<file path="config.mk">
export PLATFORM = sky130hd
export DESIGN_NAME = sorted_key_table_unit
export DESIGN_NICKNAME = d
export VERILOG_FILES = /design/src/hw/rtl/skt_pkg.sv /design/src/hw/rtl/skt_ctrl.sv /design/src/hw/rtl/skt_datapath.sv /design/src/hw/rtl/sorted_key_table_unit.sv
export SDC_FILE = /design/constraint.sdc
export NUM_CORES = 2
export LEC_CHECK = 0
export ABC_AREA = 1
export BUFFER_PORTS_ARGS = -buffer_cell sky130_fd_sc_hd__buf_4
export CAP_MARGIN = 25
export CORE_MARGIN = 5
export CORE_UTILIZATION = 60
export DETAILED_ROUTE_END_ITERATION = 12
export GPL_TIMING_DRIVEN = 0
export PLACE_DENSITY = 0.87
export SYNTH_ARGS = -nofsm -noshare
export SYNTH_HDL_FRONTEND = slang
export SYNTH_SLANG_ARGS = --single-unit
</file>
<file path="constraint.sdc">
create_clock -name clk -period 11.78 [get_ports clk]
set_input_delay 1.767 -clock clk [delete_from_list [all_inputs] [get_ports clk]]
set_output_delay 1.767 -clock clk [all_outputs]
set_load 0.02 [all_outputs]
</file>
<file path="src/hw/rtl/skt_pkg.sv">
// Shared types and constants for the sorted key table.
// No dependencies; imported by every module of the block.
package skt_pkg;

    localparam int CAPACITY = 16;
    localparam int KEY_W    = 32;
    localparam int CNT_W    = $clog2(CAPACITY + 1);
    localparam int POS_W    = 4;
    localparam int STAT_W   = 3;
    localparam int OP_W     = 2;

    typedef enum logic [OP_W-1:0] {
        OP_SEARCH = 2'd0,
        OP_INSERT = 2'd1,
        OP_REMOVE = 2'd2
    } op_t;

    typedef enum logic [STAT_W-1:0] {
        ST_OK        = 3'd0,
        ST_NOT_FOUND = 3'd1,
        ST_DUPLICATE = 3'd2,
        ST_FULL      = 3'd3,
        ST_EMPTY     = 3'd4
    } status_t;

    typedef enum logic [1:0] {
        S_IDLE,
        S_CMP,
        S_EXEC
    } state_t;

    // Controller to datapath
    typedef struct packed {
        logic    load;
        logic    compare;
        logic    commit;
        logic    ins;
        logic    rmv;
        status_t code;
    } skt_cmd_t;

    // Datapath to controller
    typedef struct packed {
        logic [OP_W-1:0] op;
        logic            found;
        logic            full;
        logic            empty;
    } skt_stat_t;

endpackage

</file>
<file path="src/hw/rtl/skt_ctrl.sv">
// Sequencer for the sorted key table: handshakes and operation decisions.
// Depends on skt_pkg.
module skt_ctrl
    import skt_pkg::*;
(
    input  logic      clk,
    input  logic      rst_n,
    input  logic      in_valid,
    output logic      in_stall,
    output logic      out_valid,
    input  logic      out_stall,
    input  skt_stat_t stat,
    output skt_cmd_t  cmd
);

    state_t state_reg, state_next;
    logic   out_valid_reg, out_valid_next;
    logic   out_free;

    assign out_free  = !out_valid_reg || !out_stall;
    assign out_valid = out_valid_reg;

    always_ff @(posedge clk or negedge rst_n)
    begin
        if (!rst_n)
        begin
            state_reg     <= S_IDLE;
            out_valid_reg <= 1'b0;
        end
        else
        begin
            state_reg     <= state_next;
            out_valid_reg <= out_valid_next;
        end
    end

    always_comb
    begin
        state_next = state_reg;
        in_stall   = 1'b1;
        cmd        = '{load: 1'b0, compare: 1'b0, commit: 1'b0,
                       ins: 1'b0, rmv: 1'b0, code: ST_NOT_FOUND};

        unique case (state_reg)
            S_IDLE:
            begin
                in_stall = 1'b0;
                if (in_valid)
                begin
                    cmd.load   = 1'b1;
                    state_next = S_CMP;
                end
            end
            S_CMP:
            begin
                cmd.compare = 1'b1;
                state_next  = S_EXEC;
            end
            S_EXEC:
            begin
                if (out_free)
                begin
                    cmd.commit = 1'b1;
                    // take the next transaction while this one retires
                    in_stall   = 1'b0;
                    cmd.load   = in_valid;
                    state_next = in_valid ? S_CMP : S_IDLE;
                    unique case (op_t'(stat.op))
                        OP_SEARCH:
                            cmd.code = stat.found ? ST_OK : ST_NOT_FOUND;
                        OP_INSERT:
                        begin
                            if (stat.full)
                                cmd.code = ST_FULL;
                            else if (stat.found)
                                cmd.code = ST_DUPLICATE;
                            else
                            begin
                                cmd.code = ST_OK;
                                cmd.ins  = 1'b1;
                            end
                        end
                        OP_REMOVE:
                        begin
                            if (stat.empty)
                                cmd.code = ST_EMPTY;
                            else if (stat.found)
                            begin
                                cmd.code = ST_OK;
                                cmd.rmv  = 1'b1;
                            end
                            else
                                cmd.code = ST_NOT_FOUND;
                        end
                        default:
                            cmd.code = ST_NOT_FOUND;
                    endcase
                end
            end
            default:
                state_next = S_IDLE;
        endcase
    end

    always_comb
    begin
        if (cmd.commit)
            out_valid_next = 1'b1;
        else
            out_valid_next = out_valid_reg && out_stall;
    end

endmodule

</file>
<file path="src/hw/rtl/skt_datapath.sv">
// Key cell row, parallel comparators, shift network and result register.
// Depends on skt_pkg.
module skt_datapath
    import skt_pkg::*;
(
    input  logic                    clk,
    input  logic                    rst_n,
    input  logic [OP_W-1:0]         op,
    input  logic signed [KEY_W-1:0] key,
    input  skt_cmd_t                cmd,
    output skt_stat_t               stat,
    output logic [STAT_W-1:0]       status,
    output logic [POS_W-1:0]        position,
    output logic [CNT_W-1:0]        fill
);

    logic [OP_W-1:0]         op_reg;
    logic signed [KEY_W-1:0] key_reg;
    logic signed [KEY_W-1:0] store_reg  [CAPACITY];
    logic signed [KEY_W-1:0] store_next [CAPACITY];
    logic [CNT_W-1:0]        count_reg, count_next;
    logic [CAPACITY-1:0]     lt_reg, lt_next;
    logic [CAPACITY-1:0]     eq_reg, eq_next;
    logic [CAPACITY-1:0]     edge_bits;
    logic [CNT_W-1:0]        lbound;
    logic [STAT_W-1:0]       status_reg;
    logic [POS_W-1:0]        position_reg;
    logic [CNT_W-1:0]        fill_reg;

    // capture the request
    always_ff @(posedge clk)
    begin
        if (cmd.load)
        begin
            op_reg  <= op;
            key_reg <= key;
        end
    end

    // one comparator per cell; only held cells take part
    always_comb
    begin
        for (int i = 0; i < CAPACITY; i++)
        begin
            lt_next[i] = (CNT_W'(i) < count_reg) && (store_reg[i] < key_reg);
            eq_next[i] = (CNT_W'(i) < count_reg) && (store_reg[i] == key_reg);
        end
    end

    always_ff @(posedge clk)
    begin
        if (cmd.compare)
        begin
            lt_reg <= lt_next;
            eq_reg <= eq_next;
        end
    end

    // lt_reg is a prefix of ones; its length is the insertion point
    always_comb
    begin
        lbound = '0;
        for (int i = 0; i < CAPACITY; i++)
        begin
            edge_bits[i] = lt_reg[i] && ((i == CAPACITY - 1) ||
                           !lt_reg[(i < CAPACITY - 1) ? i + 1 : i]);
            lbound = lbound | (edge_bits[i] ? CNT_W'(i + 1) : '0);
        end
    end

    assign stat.op    = op_reg;
    assign stat.found = |eq_reg;
    assign stat.full  = (count_reg == CNT_W'(CAPACITY));
    assign stat.empty = (count_reg == '0);

    // open a gap or close one
    always_comb
    begin
        for (int i = 0; i < CAPACITY; i++)
        begin
            store_next[i] = store_reg[i];
            if (cmd.commit && cmd.ins)
            begin
                if (CNT_W'(i) == lbound)
                    store_next[i] = key_reg;
                else if (i > 0 && CNT_W'(i) > lbound)
                    store_next[i] = store_reg[(i > 0) ? i - 1 : 0];
            end
            else if (cmd.commit && cmd.rmv)
            begin
                if (i < CAPACITY - 1 && CNT_W'(i) >= lbound)
                    store_next[i] = store_reg[(i < CAPACITY - 1) ? i + 1 : i];
            end
        end
    end

    always_ff @(posedge clk)
    begin
        for (int i = 0; i < CAPACITY; i++)
            store_reg[i] <= store_next[i];
    end

    always_comb
    begin
        count_next = count_reg;
        if (cmd.commit && cmd.ins)
            count_next = count_reg + CNT_W'(1);
        else if (cmd.commit && cmd.rmv)
            count_next = count_reg - CNT_W'(1);
    end

    always_ff @(posedge clk or negedge rst_n)
    begin
        if (!rst_n)
            count_reg <= '0;
        else
            count_reg <= count_next;
    end

    // result register
    always_ff @(posedge clk)
    begin
        if (cmd.commit)
        begin
            status_reg   <= cmd.code;
            position_reg <= (cmd.code == ST_OK) ? lbound[POS_W-1:0] : '0;
            fill_reg     <= count_next;
        end
    end

    assign status   = status_reg;
    assign position = position_reg;
    assign fill     = fill_reg;

endmodule

</file>
<file path="src/hw/rtl/sorted_key_table_unit.sv">
// An accepted transaction passes the compare stage of the 16-cell comparator row, then the
// shift/commit stage, which waits while a stalled result is held in the output register.
// A new transaction is taken only when idle or while the previous one commits.
// A finished result waits in the output register while the next transaction is taken.
// Reset clears the fill count and the handshake state; key cells hold whatever they held.
// Depends on skt_pkg, skt_ctrl and skt_datapath.
module sorted_key_table_unit
    import skt_pkg::*;
(
    input  logic                    clk,
    input  logic                    rst_n,
    // request channel
    input  logic                    in_valid,
    output logic                    in_stall,
    input  logic [OP_W-1:0]         op,
    input  logic signed [KEY_W-1:0] key,
    // result channel
    output logic                    out_valid,
    input  logic                    out_stall,
    output logic [STAT_W-1:0]       status,
    output logic [POS_W-1:0]        position,
    output logic [CNT_W-1:0]        fill
);

    skt_cmd_t  cmd;
    skt_stat_t stat;

    // Controller: walks each transaction through compare and commit, and
    // decides the outcome from the found/full/empty flags.
    skt_ctrl u_ctrl (
        .clk       (clk),
        .rst_n     (rst_n),
        .in_valid  (in_valid),
        .in_stall  (in_stall),
        .out_valid (out_valid),
        .out_stall (out_stall),
        .stat      (stat),
        .cmd       (cmd)
    );

    // Datapath: the sorted row of key cells with a comparator per cell;
    // insert shifts the larger keys up, remove shifts later keys down.
    skt_datapath u_dp (
        .clk      (clk),
        .rst_n    (rst_n),
        .op       (op),
        .key      (key),
        .cmd      (cmd),
        .stat     (stat),
        .status   (status),
        .position (position),
        .fill     (fill)
    );

endmodule

</file>
# == Word level (Yosys, flattened, before mapping) ==
# Memory sizes are Yosys's and may differ from the RTL's.
# Cells that the tools add are included.
# classes
shifts,0
add_sub_neg,2
eq_ne,38
n_div,0
order_cmp,62
multipliers,0
n_bitwise,15
reduce_logical,75
mux,119
# ops
cell,count
$mux W32,77
$eq A32 B32 Y1,16
$lt A32 B32 Y1,16
$or A5 B5 Y5,15
$logic_and A1 B1 Y1,50
$eq A4 B5 Y1 const A,8
$gt A4 B5 Y1 const A,8
$lt A4 B5 Y1 const A,8
$ge A4 B5 Y1 const A,7
$mux W4,8
$eq A3 B5 Y1 const A,4
$ge A3 B5 Y1 const A,4
$gt A3 B5 Y1 const A,4
$lt A3 B5 Y1 const A,4
$logic_not A1 Y1,17
$reduce_or A16 Y1,1
$mux W3,5
$mux W5,3
$mux W1,14
$mux W2,6
$mux W6,2
$eq A2 B5 Y1 const A,2
$ge A1 B5 Y1 const A,2
$ge A2 B5 Y1 const A,2
other kinds (20),28
# word_totals
output_inout_bits,14
romBits,0
ff_bits,86
latchBits,0
ramBits,512
memories,1
# memory_table
memory,depth,width,read_ports,rd_clocked_by_memory_dff,wr,line_no,source
u_dp.store_reg,16,32,16,0,16,skt_datapath.sv:19,logic signed [KEY_W-1:0] store_reg [CAPACITY];

# == Logic depth before layout (Yosys ltp) ==
# logic_depth
word_depth,22
ltp_mapped,16
depth_no_buf,16

# == Modules after synthesis ==
# From an unflattened synthesis, not the netlist that was laid out.
# unflattened
cells_unflattened,5493
hier_area_um2,42767.3
# by_module_without_submodules
mod,instances,cells_each,area_each_um2
skt_datapath,1,5452,42528.3
skt_ctrl,1,41,239.0

# == Worst setup path before layout ==
# Ideal clock, no wire load.
# synth_timing
path_kind,in2reg
start,in out_stall
end,"mem u_dp.store_reg[0][0], enable pin"
t_arrival_ps,6280
setup_slack_ps,4999
setup_ps,501
stages,9
required_ps,11279
n_path_buf,0
path_cell_list,nand2_1 > inv_1 > nor2_1 > nand2_1 > nor2_1 > nand2_1 > nand2_1 > nand2_1 > nor4_1
# synth_rtl
element,line_no,source
"start, declared",sorted_key_table_unit.sv:19,"input logic out_stall,"
"end, declared",skt_datapath.sv:19,

==> run summary <==
Initial DRC count: 4918
Setup TNS: 0 ns
Arrival @ worst endpoint: 5.25 ns
F_max: 203 MHz
Setup violators final: 0
Number of synthesized flops with an enable pin: 590
Overall Global Routing Usage: 33.9%
Worst setup path start: out_stall
First-pass GRT wire length: 207000 um
Die area: 77200 sq um
Power Density: 116 nW/um^2
Resized cells post-CTS: 0
DR vias: 39299
Synth Register Bits: 598
Post-CTS Setup Inserts: 0
Post-DP HPWL: 109000 um
Max FFs per register: 512
Top cells by area, synth: edfxtp_1 41%, ha_1 15%, nand2_1 11%
Core footprint: 71400 sq um
Final core occ: 67.1%
Initial core utilization: 60.3%
Hold Buf Count CTS: 0
CTS Buf Count: 70
WL final: 137000 um
Final #Nets: 6087
Cells after Synth: 5356
Final min period: 4.92 ns
Final period util: 41.8%
# H-tree levels: 3
Grt total ovfl: 0
Pin count of the biggest net entering global routing: 33
Port Buf Inserts: 51
VDD IR max: 122 uV
Total Power: 5.53 mW
Initial antenna violation count: 1
Layout Area Growth over Synthesis: 11.2%
Synth area leader: edfxtp_1
Clk sinks: 598
CTS tree: done
I/O pins: 52
Yosys warning count: 0
Hold Crit Class: reg -> reg
Setup Skew: 0.0238 ns
Cell variety after synth: 36
Vias in the first global route: 39090
Worst-margin pin slew: 1.18 ns
Slew HR: 20.8%
Reg clk slew, reported paths: 0.06 ns
Asr flop ratio synth: 1.34%
Number of detailed-route iterations in the first pass: 10
Ys flop type: edfxtp_1
Seq/Total Area, Yosys: 41.6%
Via density: 6.01
DRC errors left: 0
Worst-Skew Late Latency: 0.63 ns
WHS: 0.555 ns
Chip height: 278 um
Routed WL per cell: 20.9 um
Root buffer cell: clkbuf_16
Horiz. Die Dim: 278 um
GRT busiest layer: met2
Req. time, crit path: 12.11 ns
CTS max path bufs: 3
Count leader, synth: nand2_1
Hold path startpoint: u_ctrl.out_valid$_DFF_PN0_
Hold Violations, Final: 0
Pleak: 21.7 nW
Post-detailed-route count of antenna-violating nets: 0
RSZ-0062 raised after global routing: no
Met1 Use GR: 41.3%
Layout cells sized above 1: 6.50%
Critical path type: in -> reg
Max-Cap Viols: 0
FP Rows: 98
Mean Syn Cell Area: 8.03 sq um
Max-slew violation count: 0
Commonest cells post-synth: 1230 x nand2_1, 758 x nand3_1, 669 x inv_1
Outcome: finished clean
Global placer's final weighted congestion: 0.977
Met2 Usage GRT: 55.9%
Startpoint Class: input port
Reg2reg start: u_dp.eq_reg[0]$_DFFE_PN_
Worst-path fanout max: 10
M3 GR Usage: 6.26%
Worst Setup End Kind: register
Synthesized area: 43000 sq um
Mapped Nets: 5910
Share of the synthesized area in the top cell type: 41.2%
[worst max-delay path, cell delays in order]
cell      delay (ns)
buf_4           0.11
nand2_1         0.09
inv_1           0.09
nor2_2          0.30
buf_8           0.23
nand2_1         0.09
nor2_1          0.10
nand2_1         0.15
nand2_1         0.46
inv_1           0.45
o211ai_1        0.83
buf_4           0.34
buf_4           0.22
[cells by family after synthesis]
kind of cell    synth area share [%]
simple gates                    23.7
buf+inv                         8.77
compound gates                  10.8
flops                           41.6
fa+ha+maj                       15.0
xor+xnor                       0.102
[metal layers]
layer	part of all wire, %	routed length (um)	up-vias
met2	45	62100	2244
met1	37	51100	17955
li1	-	-	18570
met3	10	13600	528
met4	7.1	9640	2
met5	0.041	56	-
[layout make-up]
class	instances	area [sq um]
clock inverters	20	161
diodes	3	7.51
multi-input cells	3811	21400
fillers	5734	23500
inverters	678	2540
clock buffers	102	1980
well taps	950	1190
flip-flops and latches	598	17900
repair buffers	105	1380
plain buffers	269	1230
[metrics by stage]
step                      instance area [sq um]  instances  setup WS (ns)
after floorplan                           43000       5356           5.00
after global placement                    44600       6357           2.05
after detailed placement                  45700       6410           6.46
after CTS                                 47800       6532           7.11
after global routing                      47800       6533           6.80
final                                     47900       6536           6.86
[where the power goes]
group	internal, mW	switching, mW	total (mW)
combinational	0.262	0.725	0.987
sequential	2.37	0.0453	2.42
clock	1.21	0.915	2.13
total	3.85	1.69	5.53
[path summary, 6_finish.rpt]
kind / endpoint / slack, ns / depth (start not counted)
hold reg to reg: u_ctrl.out_valid$_DFF_PN0_ / 0.56 / 2
max in group asynchronous: u_dp.count_reg[3]$_DFF_PN0_ / 10.66 / 1
hold / removal: u_ctrl.out_valid$_DFF_PN0_ / 0.56 / 2
min in group asynchronous: u_ctrl.out_valid$_DFF_PN0_ / 0.95 / 1
setup reg to reg: u_dp.store_reg[5][2]$_DFFE_PP_ / 7.09 / 11
setup / recovery: u_dp.store_reg[5][2]$_DFFE_PP_ / 6.86 / 13
[cell usage in the layout (no fill, tap or decap), types with 8 or more instances in the layout]
master and instances:
buf_1 15, buf_4 72, buf_2 105, o21ai_1 179, o21ai_0 377, inv_1 669
nand2_2 9, o21a_1 24, buf_8 24, buf_6 8, nor4_1 11, a21oi_1 297
nor2_1 286, nand3_1 758, buf_16 19, nor2_4 13, ha_1 516, nand2_1 1230
clkinv_1 11, clkbuf_16 72, clkbuf_1 152, nor3_1 26, dfrtp_1 8, a21o_1 9
nand4_1 27, edfxtp_1 590
(Power assumes the default switching activity.)
